<file path="src/rtl/assert_macros.svh">
// Assertion macros for the RTL files.
// Each macro expands to one labeled concurrent assertion that reports by $error.
`ifndef ASSERT_MACROS_SVH
`define ASSERT_MACROS_SVH

// Checked on every rising edge, ignored while reset is asserted.
`define ITC_ASSERT(lbl, clk, rst_n, prop, msg) \
    lbl: assert property (@(posedge clk) disable iff (!(rst_n)) prop) else $error(msg);

// Checked on every rising edge, reset included.
`define ITC_ASSERT_ALWAYS(lbl, clk, prop, msg) \
    lbl: assert property (@(posedge clk) prop) else $error(msg);

`endif

</file>
<file path="src/rtl/itc_pkg.sv">
// ----------------------------------------------------------------------------
// itc_pkg
// Types, protocol codes and checksum field offsets for the IPv4 transport
// checksum block.
// ----------------------------------------------------------------------------
`timescale 1ns / 1ps
`default_nettype none

package itc_pkg;

    localparam logic [7:0] PROTO_IP   = 8'd0;
    localparam logic [7:0] PROTO_ICMP = 8'd1;
    localparam logic [7:0] PROTO_IGMP = 8'd2;
    localparam logic [7:0] PROTO_TCP  = 8'd6;
    localparam logic [7:0] PROTO_UDP  = 8'd17;

    // Checksum field offsets in 16-bit words (all byte offsets are even).
    localparam logic [14:0] HALF_OFF_IP   = 15'd5;
    localparam logic [14:0] HALF_OFF_ICMP = 15'd1;
    localparam logic [14:0] HALF_OFF_IGMP = 15'd1;
    localparam logic [14:0] HALF_OFF_TCP  = 15'd8;
    localparam logic [14:0] HALF_OFF_UDP  = 15'd3;

    // Six 16-bit pseudo-header terms need three extra bits.
    localparam int PSEUDO_W = 19;

    typedef struct packed {
        logic [7:0]  data_byte;
        logic        last_byte;
        logic [31:0] source_address;
        logic [31:0] dest_address;
        logic [7:0]  protocol_number;
        logic [15:0] payload_bytes;
    } t_itc_in;

    typedef struct packed {
        logic [15:0] checksum_value;
        logic        unsupported_protocol;
    } t_itc_out;

    typedef struct packed {
        logic        supported;
        logic [14:0] half_offset;
    } t_itc_field;

    function automatic t_itc_field itc_checksum_field(input logic [7:0] proto);
        t_itc_field f;
        begin
            f.supported = 1'b1;
            case (proto)
                PROTO_IP:   f.half_offset = HALF_OFF_IP;
                PROTO_ICMP: f.half_offset = HALF_OFF_ICMP;
                PROTO_IGMP: f.half_offset = HALF_OFF_IGMP;
                PROTO_TCP:  f.half_offset = HALF_OFF_TCP;
                PROTO_UDP:  f.half_offset = HALF_OFF_UDP;
                default: begin
                    f.supported   = 1'b0;
                    f.half_offset = '0;
                end
            endcase
            return f;
        end
    endfunction

endpackage

`default_nettype wire

</file>
<file path="src/rtl/ipv4_transport_checksum.sv">
// ----------------------------------------------------------------------------
// ipv4_transport_checksum
// Streaming Internet checksum over an IPv4 payload, one byte per request,
// with the checksum field masked and the pseudo-header added for TCP and UDP.
// ----------------------------------------------------------------------------
//
//   Channel  Direction  Handshake                 Payload
//   in       input      i_in_valid / o_in_ready   i_in  (itc_pkg::t_itc_in)
//   out      output     o_out_valid / i_out_ready o_out (itc_pkg::t_itc_out)
//
// One byte request is taken per cycle while o_in_ready is high; the running
// sum adder sets that rate. After its last byte is taken a result goes through
// sum capture, pseudo-header add, then fold and invert into the output register.
// Reset is synchronous and active low; it empties the pipeline and clears
// the running sum, byte position and held high byte.
// When the output is stalled the three result stages fill up, and o_in_ready
// drops only once all of them hold a result.
`timescale 1ns / 1ps
`default_nettype none

module ipv4_transport_checksum (
    input  wire logic             i_clk,
    input  wire logic             i_rst_n,
    input  wire logic             i_in_valid,
    output logic                  o_in_ready,
    input  wire itc_pkg::t_itc_in i_in,
    output logic                  o_out_valid,
    input  wire logic             i_out_ready,
    output itc_pkg::t_itc_out     o_out
);
    import itc_pkg::*;

    // Per-packet accumulation state.
    logic [31:0] r_sum;
    logic [15:0] r_pos;
    logic [7:0]  r_held;

    // Result pipeline: stage 1 holds the payload sum and the pseudo-header
    // sum, stage 2 their total, and the output register the checksum.
    logic                r_s1_valid;
    logic [31:0]         r_s1_sum;
    logic [PSEUDO_W-1:0] r_s1_pseudo;
    logic                r_s1_unsup;
    logic                r_s2_valid;
    logic [31:0]         r_s2_total;
    logic                r_s2_unsup;
    logic                r_out_valid;
    t_itc_out            r_out;

    t_itc_field          field;
    logic                excluded;
    logic [7:0]          data;
    logic [15:0]         word;
    logic [31:0]         word_sum;
    logic                add_pseudo;
    logic [PSEUDO_W-1:0] pseudo;
    logic                in_acc;
    logic                out_take;
    logic                out_free;
    logic                s2_move;
    logic                s2_free;
    logic                s1_move;
    logic                s1_free;
    logic [16:0]         fold1;
    logic [16:0]         fold2;

    // Each stage moves forward when the stage after it is empty or moving.
    assign out_take = r_out_valid && i_out_ready;
    assign out_free = !r_out_valid || i_out_ready;
    assign s2_move  = r_s2_valid && out_free;
    assign s2_free  = !r_s2_valid || out_free;
    assign s1_move  = r_s1_valid && s2_free;
    assign s1_free  = !r_s1_valid || s2_free;

    assign o_in_ready  = s1_free;
    assign in_acc      = i_in_valid && o_in_ready;
    assign o_out_valid = r_out_valid;
    assign o_out       = r_out;

    always_comb begin
        // Both bytes of the checksum field read as zero. The field offsets
        // are even, so one compare on the word index covers the pair.
        field    = itc_checksum_field(i_in.protocol_number);
        excluded = field.supported && (r_pos[15:1] == field.half_offset);
        data     = excluded ? 8'h00 : i_in.data_byte;

        // On an odd position this completes the held word; on an even last
        // byte it is the zero-padded final word. Either way the packet sum
        // on a last byte is the running sum plus this word.
        word     = r_pos[0] ? {r_held, data} : {data, 8'h00};
        word_sum = r_sum + {16'h0000, word};

        add_pseudo = (i_in.protocol_number == PROTO_TCP) ||
                     (i_in.protocol_number == PROTO_UDP);
        pseudo = (PSEUDO_W'(i_in.source_address[31:16]) +
                  PSEUDO_W'(i_in.source_address[15:0])) +
                 (PSEUDO_W'(i_in.dest_address[31:16]) +
                  PSEUDO_W'(i_in.dest_address[15:0])) +
                 (PSEUDO_W'(i_in.protocol_number) +
                  PSEUDO_W'(i_in.payload_bytes));

        // Two end-around folds bring the 32-bit total into 16 bits.
        fold1 = {1'b0, r_s2_total[31:16]} + {1'b0, r_s2_total[15:0]};
        fold2 = {1'b0, fold1[15:0]} + {16'h0000, fold1[16]};
    end

    always_ff @(posedge i_clk) begin
        if (!i_rst_n) begin
            r_sum       <= '0;
            r_pos       <= '0;
            r_held      <= '0;
            r_s1_valid  <= 1'b0;
            r_s2_valid  <= 1'b0;
            r_out_valid <= 1'b0;
        end else begin
            if (in_acc) begin
                if (i_in.last_byte) begin
                    r_sum  <= '0;
                    r_pos  <= '0;
                    r_held <= '0;
                end else begin
                    r_pos <= r_pos + 16'd1;
                    if (r_pos[0]) begin
                        r_sum  <= word_sum;
                        r_held <= 8'h00;
                    end else begin
                        r_held <= data;
                    end
                end
            end

            if (in_acc && i_in.last_byte) begin
                r_s1_valid <= 1'b1;
            end else if (s1_move) begin
                r_s1_valid <= 1'b0;
            end

            if (s1_move) begin
                r_s2_valid <= 1'b1;
            end else if (s2_move) begin
                r_s2_valid <= 1'b0;
            end

            if (s2_move) begin
                r_out_valid <= 1'b1;
            end else if (out_take) begin
                r_out_valid <= 1'b0;
            end
        end
    end

    // Result payload registers; the valid flags above qualify them.
    always_ff @(posedge i_clk) begin
        if (in_acc && i_in.last_byte) begin
            r_s1_sum    <= word_sum;
            r_s1_pseudo <= add_pseudo ? pseudo : '0;
            r_s1_unsup  <= !field.supported;
        end
        if (s1_move) begin
            r_s2_total <= r_s1_sum + {{(32 - PSEUDO_W){1'b0}}, r_s1_pseudo};
            r_s2_unsup <= r_s1_unsup;
        end
        if (s2_move) begin
            r_out.checksum_value       <= r_s2_unsup ? 16'h0000 : ~fold2[15:0];
            r_out.unsupported_protocol <= r_s2_unsup;
        end
    end

`include "assert_macros.svh"

    `ITC_ASSERT_ALWAYS(a_reset_empties, i_clk, !i_rst_n |=> (!r_s1_valid && !r_s2_valid && !r_out_valid), "pipeline not empty after reset")
    `ITC_ASSERT(a_last_clears, i_clk, i_rst_n, (in_acc && i_in.last_byte) |=> (r_pos == 16'd0 && r_sum == 32'd0 && r_s1_valid), "packet state not cleared on last byte")
    `ITC_ASSERT(a_pos_steps, i_clk, i_rst_n, (in_acc && !i_in.last_byte) |=> (r_pos == $past(r_pos) + 16'd1), "byte position did not advance")
    `ITC_ASSERT(a_full_blocks, i_clk, i_rst_n, (r_s1_valid && r_s2_valid && r_out_valid && !i_out_ready) |-> !o_in_ready, "input ready while all result stages are stalled")

endmodule

`default_nettype wire
</file>
<file path="config.mk">
export PLATFORM = sky130hd
export DESIGN_NAME = ipv4_transport_checksum
export DESIGN_NICKNAME = d
export VERILOG_FILES = /design/src/rtl/itc_pkg.sv /design/src/rtl/ipv4_transport_checksum.sv
export VERILOG_INCLUDE_DIRS = /design/src /design/src/rtl
export SDC_FILE = /design/constraint.sdc
export NUM_CORES = 1
export LEC_CHECK = 0
export ABC_CLOCK_PERIOD_IN_PS = 7000
export BUFFER_PORTS_ARGS = -buffer_cell sky130_fd_sc_hd__clkbuf_2
export CAP_MARGIN = 5
export CORE_ASPECT_RATIO = 1.4
export CORE_UTILIZATION = 51
export DETAILED_ROUTE_END_ITERATION = 8
export PLACE_DENSITY = 0.77
export SLEW_MARGIN = 20
export SYNTH_ARGS = -nofsm -noshare
export SYNTH_HDL_FRONTEND = slang
export SYNTH_SLANG_ARGS = --single-unit
</file>
<file path="constraint.sdc">
create_clock -name i_clk -period 7 [get_ports i_clk]
set_input_delay 0.7 -clock i_clk [delete_from_list [all_inputs] [get_ports i_clk]]
set_output_delay 0.7 -clock i_clk [all_outputs]
set_load 0.01 [all_outputs]
</file>
# Yosys cells after proc, flatten, opt, wreduce, memory -nomap -nowiden
# Index checks and enable logic that the tools add are counted.
# W data, S select, Z words.
dict set report word_totals {
  input_bits 101
  elab_cells 66
  out_inout_bits 19
  regBits 161
}
dict set report classes {
  muxes 15
  bitwise 1
  addsub 10
  n_reduce_logical 22
  eq_ne 5
}
# operator n
set op_table {}
lappend op_table {{$mux W32} 2}
lappend op_table {{$add A16 B16 Y17} 3}
lappend op_table {{$add A32 B16 Y32} 1}
lappend op_table {{$add A32 B19 Y32} 1}
lappend op_table {{$mux W16} 2}
lappend op_table {{$mux W8} 3}
lappend op_table {{$add A18 B17 Y19} 1}
lappend op_table {{$add A17 B17 Y18} 1}
lappend op_table {{$add A8 B16 Y17} 1}
lappend op_table {{$add A16 B1 Y16} 1}
lappend op_table {{$add A16 B1 Y16 const B} 1}
lappend op_table {{$not A16 Y16} 1}
lappend op_table {{$pmux W4 S4} 1}
lappend op_table {{$eq A15 B15 Y1} 1}
lappend op_table {{$eq A8 B1 Y1 const B} 1}
lappend op_table {{$eq A8 B2 Y1 const B} 1}
lappend op_table {{$eq A8 B3 Y1 const B} 1}
lappend op_table {{$eq A8 B5 Y1 const B} 1}
lappend op_table {{$logic_not A8 Y1} 1}
lappend op_table {{$reduce_bool A2 Y1} 4}
lappend op_table {{$mux W1} 7}
lappend op_table {{$logic_and A1 B1 Y1} 6}
lappend op_table {{$reduce_or A5 Y1} 1}
lappend op_table {{$logic_not A1 Y1} 4}
lappend op_table {{other kinds (3)} 6}

# Longest topological paths before layout
# Gate-level depths: netlist of the first run.
dict set report logic_depth {
  word_depth 10
  mapped_depth 18
  ltp_nobuf 18
}

# Least setup slack after synthesis of the first run
# OpenSTA, ideal clock, no wires.
dict set report synth_path {
  path_kind {input port to flip-flop}
  start {input i_in[19] (netlist bit)}
  end {register r_s1_sum[24] (data pin)}
  n_path_buf 2
  path_stages 16
  setup_ps 260
  t_arrival_ps 4092
  required_ps 6740
  slack_ps 2648
  path_cell_list {nor4_2 a31o_2 a21oi_1 o211ai_2 clkbuf_1 and3_1 ha_1 fa_1 a21o_1 a31oi_1 nor4_2 nor3_1 o41ai_2 buf_2 nand3_1 xnor2_1}
}
dict set report synth_between {
  elab_chain_len 8
  elab_cells_between_ends 14
  cone_classes {1 x add/sub; 5 x eq/ne; 4 x mux; 4 x reduce/logical}
}
# element line
set synth_rtl {}
lappend synth_rtl {{start: declaration} ipv4_transport_checksum.sv:26} ;# input wire itc_pkg::t_itc_in i_in,
lappend synth_rtl {{$eq A8 B2 Y1 / $eq A8 B1 Y1 (equally long branches)} itc_pkg.sv:50} ;# case (proto)
lappend synth_rtl {{$reduce_or A2 Y1 (no line)} -}
lappend synth_rtl {{$pmux W4 S4} itc_pkg.sv:50}
lappend synth_rtl {{$eq A15 B15 Y1} ipv4_transport_checksum.sv:84} ;# excluded = field.supported && (r_pos[15:1] == field.half_offset);
lappend synth_rtl {{$logic_and A1 B1 Y1 *} ipv4_transport_checksum.sv:84}
lappend synth_rtl {{$mux W8 *} ipv4_transport_checksum.sv:85} ;# data = excluded ? 8'h00 : i_in.data_byte;
lappend synth_rtl {{$mux W16 *} ipv4_transport_checksum.sv:90} ;# word = r_pos[0] ? {r_held, data} : {data, 8'h00};
lappend synth_rtl {{$add A32 B16 Y32 *} ipv4_transport_checksum.sv:91} ;# word_sum = r_sum + {16'h0000, word};
lappend synth_rtl {{named net word_sum[24]} ipv4_transport_checksum.sv:54} ;# logic [31:0] word_sum;
lappend synth_rtl {{end signal: assignment} ipv4_transport_checksum.sv:155} ;# r_s1_sum <= word_sum;
lappend synth_rtl {{end: declaration} ipv4_transport_checksum.sv:41} ;# logic [31:0] r_s1_sum;
# The timed path passes the listed nets; every way through them passes the cells marked *.
# A chain may end at the register's enable or synchronous reset.

# Final worst setup path of the first run
dict set report layout_path {
  start {input i_in[19] (netlist bit)}
  end {register r_s1_sum[26] (data pin)}
}
# The elaborated chain is that of the path after synthesis.

==> results of run 1 <==
==> routing by layer <==
| metal | wire length (um) | vias to the layer above |
|---|---|---|
| met1 | 9110 | 3881 |
| met5 | 0 | - |
| met3 | 659 | 24 |
| li1 | - | 3975 |
| met2 | 11700 | 133 |
| met4 | 392 | 0 |
==> through the flow <==
step           util (%)  setup slack, ns  power (W)  instance area [um2]
6_report           58.4             1.98    0.00286                12300
5_1_grt            58.4             1.59    0.00304                12300
4_1_cts            58.2             1.72    0.00287                12300
3_5_place_dp       55.6             1.32    0.00201                11800
3_3_place_gp       55.6             1.44    0.00199                11800
2_1_floorplan         -             2.65    0.00180                10900
==> worst max-delay path, stage by stage <==
cell	delay, ns
clkbuf_2	0.12
nor4_2	0.75
a31o_2	0.26
a21oi_1	0.07
o211ai_2	0.55
and3_1	0.26
ha_1	0.24
fa_1	0.25
a21o_1	0.15
a31oi_1	0.15
nor4_2	0.29
nor3_1	0.15
o41ai_4	0.70
nand2_1	0.27
nor2_1	0.19
xor2_1	0.09
==> registers in the layout, indices dropped and copies added (netlist names), 8 cells and up <==
signal,flops
r_pos,16
r_s2_total,32
r_s1_sum,32
r_sum,32
r_held,8
r_s1_pseudo,19
o_out,17
==> final timing paths <==
kind                  end  cells past startpoint  startpoint
max reg2reg  r_s1_sum[26]                     15    r_pos[5]
min            r_s2_unsup                      0  r_s1_unsup
max          r_s1_sum[26]                     16    i_in[19]
min reg2reg    r_s2_unsup                      0  r_s1_unsup
==> layout make-up <==
| type | instances | share of cell area (%) |
|---|---|---|
| well taps | 260 | 2.64 |
| multi-input cells | 791 | 52.3 |
| repair buffers | 122 | 5.17 |
| clock buffers | 24 | 4.06 |
| flip-flops and latches | 161 | 34.4 |
| inverters | 36 | 1.10 |
| clock inverters | 8 | 0.395 |
==> report_power, final <==
part           leakage (nW)  total, W  internal, W  switching [W]
clock                 0.283  0.000867     0.000501       0.000366
combinational          3.41  0.000924     0.000411       0.000513
sequential             1.39   0.00107      0.00105      0.0000192
==> logic make-up after synthesis <==
kind of cell,count (synthesis),synth area share [%]
AOI/OAI and AO/OA,235,15.8
adders and majority gates,137,19.7
muxes,1,0.0916
and+or+nand+nor,319,15.2
buffers and inverters,67,2.36
DFF,161,38.8
xor gates and xnor gates,99,7.93
==> cells in the final DEF, fill, tap and decap left out, types with 14 or more instances in the layout <==
cell type,instances
a21o_1,19
a21oi_1,43
a22o_1,18
a31oi_1,18
and3_1,25
clkbuf_16,19
clkbuf_2,121
dfxtp_1,59
edfxtp_1,102
fa_1,59
ha_1,78
inv_1,35
nand2_1,67
nand3_1,26
nor2_1,88
nor2b_1,20
nor3_1,21
o21a_1,14
o21ai_0,34
xnor2_1,60
xor2_1,39
==> summary.md, run 1 <==
| Metric | Value |
|---|---|
| Critical path class | `in2reg` |
| Post-Route WL | `21900 um` |
| Initial Util | `51.7%` |
| Tmin final | `5.02 ns` |
| # DRC | `0` |
| Core area | `0.0211 mm2` |
| Static leakage | `5.08 nW` |
| WP data arrival | `5.19 ns` |
| Share of cells above drive strength 1 | `16.5%` |
| CTS Buf Count | `17` |
| Diodes inserted | `0` |
| Post-DR wirelength/cell | `15.6 um` |
| Count leader, synth | `edfxtp_1` |
| Via count | `8013` |
| Yosys warnings | `0` |
| Status | `finished, final reports clean` |
| Post-synthesis instance area | `0.0109 mm2` |
| RSZ-0062 raised after global routing | `no` |
| GR Util met2 | `39.3%` |
| Slew Limit Headroom | `31.2%` |
| Die area | `0.0220 mm2` |
| Register area share after synthesis | `38.8%` |
| Initial antenna violation count | `0` |
| CP Launch Type | `input pin` |
| Synth top area share | `28.0%` |
| Post_cts resized | `0` |
| DIE WIDTH | `126 um` |
| Setup TNS | `0 ns` |
| R2r setup slk | `2.55 ns` |
| First-pass GRT wire length | `37500 um` |
| Drt via density | `5.72` |
| EDFF count, synth | `102` |
| Post-route ant nets | `0` |
| Fillers | `1742` |
| Dominant cell type by area after synthesis | `edfxtp_1` |
| Total grt overflow | `0` |
| Max-slew violations | `0` |
| Final Instance Count excl. Fillers | `1402` |
| Pwr dens | `232 mW/mm2` |
| Largest net degree at the start of global routing | `53` |
| Syn Inst Count | `1019` |
| Worst clock skew | `0.00847 ns` |
| Pre-antenna DRT Iters | `5` |
| Reg clk slew, reported paths | `0.06 ns` |
| Synth top cells by count | `102 x edfxtp_1, 88 x nor2_1, 78 x ha_1, 67 x nand2_1, 60 x xnor2_1` |
| # hold bufs at CTS | `0` |
| Synth-to-Final Area Change | `12.9%` |
| Register area | `0.00424 mm2` |
| Initial detailed-routing violation count | `562` |
| Crit Path Max Fanout | `17` |
| Cell row count | `63` |
| Worst min-delay path class | `reg2reg` |
| Hpwl dp | `17200 um` |
| Dpl cells | `1369` |
| Final RePlAce weighted congestion | `0.847` |
| Netlist cell types | `73` |
| Yosys reg bits | `161` |
| CTS H-Tree Depth | `4` |
| Hold Violations, Final | `0` |
| Clock latency on the worst-skew pair | `0.43 ns` |
| Post-CTS Setup Bufs | `0` |
| CTS root buf | `clkbuf_16` |
| Critical Path Sink Type | `register` |
| CP required | `7.17 ns` |
| F_max | `199 MHz` |
| Mean Syn Cell Area | `10.7 um2` |
| Final setup fails | `0` |
| GR peak layer | `met2` |
| Post-Syn Nets | `1257` |
| Top_reg_cell synth | `edfxtp_1` |
| Die Y | `175 um` |
| Synth async-reset ratio | `0%` |
| Worst-margin pin slew | `1.03 ns` |
| Main area contributors after synthesis | `edfxtp_1 28%, dfxtp_1 11%, fa_1 11%` |
| Max VDD drop | `0.172 mV` |
| Tcrit/Tclk final | `71.7%` |
| Number of global-route vias before repair | `8132` |
| Overall fraction of global-route tracks in use | `21.3%` |
| Clk sinks | `161` |
| M3 GR Usage | `3.46%` |
| Top Ports | `120` |
| CTS tree | `yes` |
| Net count, final | `1367` |
| Clk buf depth | `2` |
| Maximum capacitance violations | `0` |
| Area taken by multi-input logic gates | `0.00645 mm2` |
| Port Buffers | `119` |
| Met1 Use GR | `24.8%` |
| Min Hold Slack | `0.441 ns` |
No activity file was read; power rests on OpenSTA's default activity.
==> inputs of run 2 (changes only) <==
--- a/config.mk
+++ b/config.mk
@@ -6,7 +6,7 @@
 export SDC_FILE = /design/constraint.sdc
 export NUM_CORES = 1
 export LEC_CHECK = 0
-export ABC_CLOCK_PERIOD_IN_PS = 7000
+export ABC_CLOCK_PERIOD_IN_PS = 4900
 export BUFFER_PORTS_ARGS = -buffer_cell sky130_fd_sc_hd__clkbuf_2
 export CAP_MARGIN = 5
 export CORE_ASPECT_RATIO = 1.4
==> constraint.sdc (replaced) <==
create_clock -name i_clk -period 4.9 [get_ports i_clk]
set_input_delay 0.49 -clock i_clk [delete_from_list [all_inputs] [get_ports i_clk]]
set_output_delay 0.49 -clock i_clk [all_outputs]
set_load 0.01 [all_outputs]
==> summary.md, run 2 (synthesis gave the netlist of run 1 again) <==
| Metric | Value |
|---|---|
| # hold bufs at CTS | `0 (unchanged)` |
| Largest net degree at the start of global routing | `53 (unchanged)` |
| Top Ports | `120 (unchanged)` |
| Clk sinks | `161 (unchanged)` |
| Reg clk slew, reported paths | `0.06 ns (about the same)` |
| Most common cell after layout, fill and taps aside | `clkbuf_2` |
| Most frequent CP cell | `ha_1` |
| Slowest Stage Delay on Critical Path | `0.41 ns (-0.34 ns)` |
| M3 GR Usage | `3.89% (+0.43 points)` |
| Post-CTS Setup Bufs | `0 (unchanged)` |
| CTS tree | `yes` |
| CP required | `5.06 ns (-2.11 ns)` |
| CP Launch Type | `register` |
| Via count | `8050 (+0.46%)` |
| Critical Path, Cell by Cell | `ha_1, o21ai_0, o21ai_0, a311oi_1, o31ai_1, a21oi_1, o21bai_1, a21o_1, ha_1, ha_1, nand2_1, nor3_1, nand4_1, nor3_1, nand4_1, xnor2_1, nor2_1` |
| Diodes inserted | `0 (unchanged)` |
| Worst min-delay path class | `in2reg` |
| WP data arrival | `4.53 ns (-0.66 ns)` |
| Status | `finished, final reports clean` |
| Pwr Total | `0.00417 W (+46%)` |
| Share of cells above drive strength 1 | `17.1% (+0.61 points)` |
| Pwr dens | `336 mW/mm2 (+45%)` |
| Die area | `0.0220 mm2 (unchanged)` |
| Total grt overflow | `0 (unchanged)` |
| F_max | `229 MHz` |
| # DRC | `0 (unchanged)` |
| Net count, final | `1373 (+0.44%)` |
| Static leakage | `5.11 nW (+0.54%)` |
| Die Y | `175 um (unchanged)` |
| Post-route ant nets | `0 (unchanged)` |
| DIE WIDTH | `126 um (unchanged)` |
| GR Util met2 | `38.6% (-0.69 points)` |
| Final RePlAce weighted congestion | `0.853 (+0.70%)` |
| Post-DR wirelength/cell | `15.5 um (-0.89%)` |
| Post_cts resized | `0 (unchanged)` |
| Met1 Use GR | `23.8% (-1.0 points)` |
| RSZ-0062 raised after global routing | `no` |
| Overall fraction of global-route tracks in use | `21.0% (-0.29 points)` |
| Final setup fails | `0 (unchanged)` |
| Initial antenna violation count | `0 (unchanged)` |
| Hpwl dp | `17000 um (-1.0%)` |
| Initial detailed-routing violation count | `435 (-23%)` |
| Slowest CP cell | `ha_1` |
| Synth-to-Final Area Change | `13.7%` |
| Number of global-route vias before repair | `8135 (+0.037%)` |
| Fillers | `1771 (+1.7%)` |
| First-pass GRT wire length | `37000 um (-1.5%)` |
| Worst-margin pin slew | `1.01 ns (-0.0240 ns)` |
| Maximum capacitance violations | `0 (unchanged)` |
| Most frequent cells in the layout | `119 x clkbuf_2, 102 x edfxtp_1, 88 x nor2_1, 78 x ha_1, 67 x nand2_1` |
| Setup TNS | `0 ns (unchanged)` |
| Clock latency on the worst-skew pair | `0.43 ns (about the same)` |
| Drt via density | `5.72 (about the same)` |
| Worst clock skew | `0.0104 ns (+0.00192 ns)` |
| Register area | `0.00424 mm2 (unchanged)` |
| Core area | `0.0211 mm2 (unchanged)` |
| Biggest registers after layout | `r_s1_sum (32), r_s2_total (32), r_sum (32)` |
| GR peak layer | `met2` |
| Slew Limit Headroom | `32.8% (+1.6 points)` |
| Critical path class | `reg2reg` |
| Tcrit/Tclk final | `89.3%` |
| Clk buf depth | `2 (unchanged)` |
| Crit Path Max Fanout | `7 (-10)` |
| Initial Util | `51.7% (unchanged)` |
| CTS root buf | `clkbuf_16` |
| Port Buffers | `119 (unchanged)` |
| Area taken by multi-input logic gates | `0.00644 mm2 (-0.17%)` |
| Critical Path Sink Type | `register` |
| Cell row count | `63 (unchanged)` |
| Pre-antenna DRT Iters | `4 (-1)` |
| CTS Buf Count | `17 (unchanged)` |
| Max VDD drop | `0.243 mV (+41%)` |
| Tmin final | `4.37 ns` |
| Max-slew violations | `0 (unchanged)` |
| Post-Route WL | `21800 um (-0.47%)` |
| CTS H-Tree Depth | `4 (unchanged)` |
| Hold Violations, Final | `0 (unchanged)` |
-- run 2: cell types whose count changed in the layout (fill, tap and decap cells not counted) --
cell       previous run  this run
bufinv_16             0         1
clkbuf_2            121       119
o41ai_2               1         2
clkinv_4              1         3
clkinv_2              3         1
clkbuf_1              2         0
inv_4                 4         5
clkbuf_8              0         2
o41ai_4               1         0
buf_4                 2         8
-- run 2: final cells by class --
cell class / count / area share [%]
clock buffers: 22 / 4.11
clock inverters: 10 / 0.745
inverters: 36 / 1.09
multi-input cells: 791 / 51.8
flip-flops and latches: 161 / 34.1
well taps: 260 / 2.62
repair buffers: 128 / 5.50
-- run 2: worst paths after layout --
kind	from	end	slack (ns)	depth (start not counted)
setup reg to reg	r_s2_total[4]	o_out[15]	0.53	17
setup / recovery	r_s2_total[4]	o_out[15]	0.53	17
hold / removal	i_in[90]	r_held[1]	0.38	3
hold reg to reg	r_s1_unsup	r_s2_unsup	0.47	0
-- run 2: worst max-delay path, delay by kind of cell (launching register included) --
| kind | cells | cell delay (ns) |
|---|---|---|
| compound gates | 7 | 1.53 |
| xor+xnor | 1 | 0.16 |
| simple gates | 6 | 1.23 |
| fa+ha+maj | 3 | 0.79 |
| flops | 1 | 0.40 |
-- run 2: metal layers --
layer,share of wire [%],vias up
li1,-,3986
met4,2.6,0
met3,3.2,47
met5,0,-
met1,42,3859
met2,53,158
-- run 2: metrics by stage --
stage | util (%) | hold slack [ns] | setup slack, ns | cell area, um2 | std cells
floorplan | - | 0.400 | 0.758 | 10900 | 1019
global placement | 55.8 | 0.442 | 0.362 | 11800 | 1375
detailed placement | 55.8 | 0.448 | 0.305 | 11800 | 1375
CTS | 58.7 | 0.371 | 0.508 | 12400 | 1407
global route | 58.8 | 0.382 | 0.113 | 12400 | 1408
finish | 58.8 | 0.378 | 0.526 | 12400 | 1408
-- run 2: power by group --
| part | switching [W] | internal [W] |
|---|---|---|
| combinational | 0.000719 | 0.000590 |
| sequential | 0.0000271 | 0.00150 |
| clock | 0.000538 | 0.000795 |
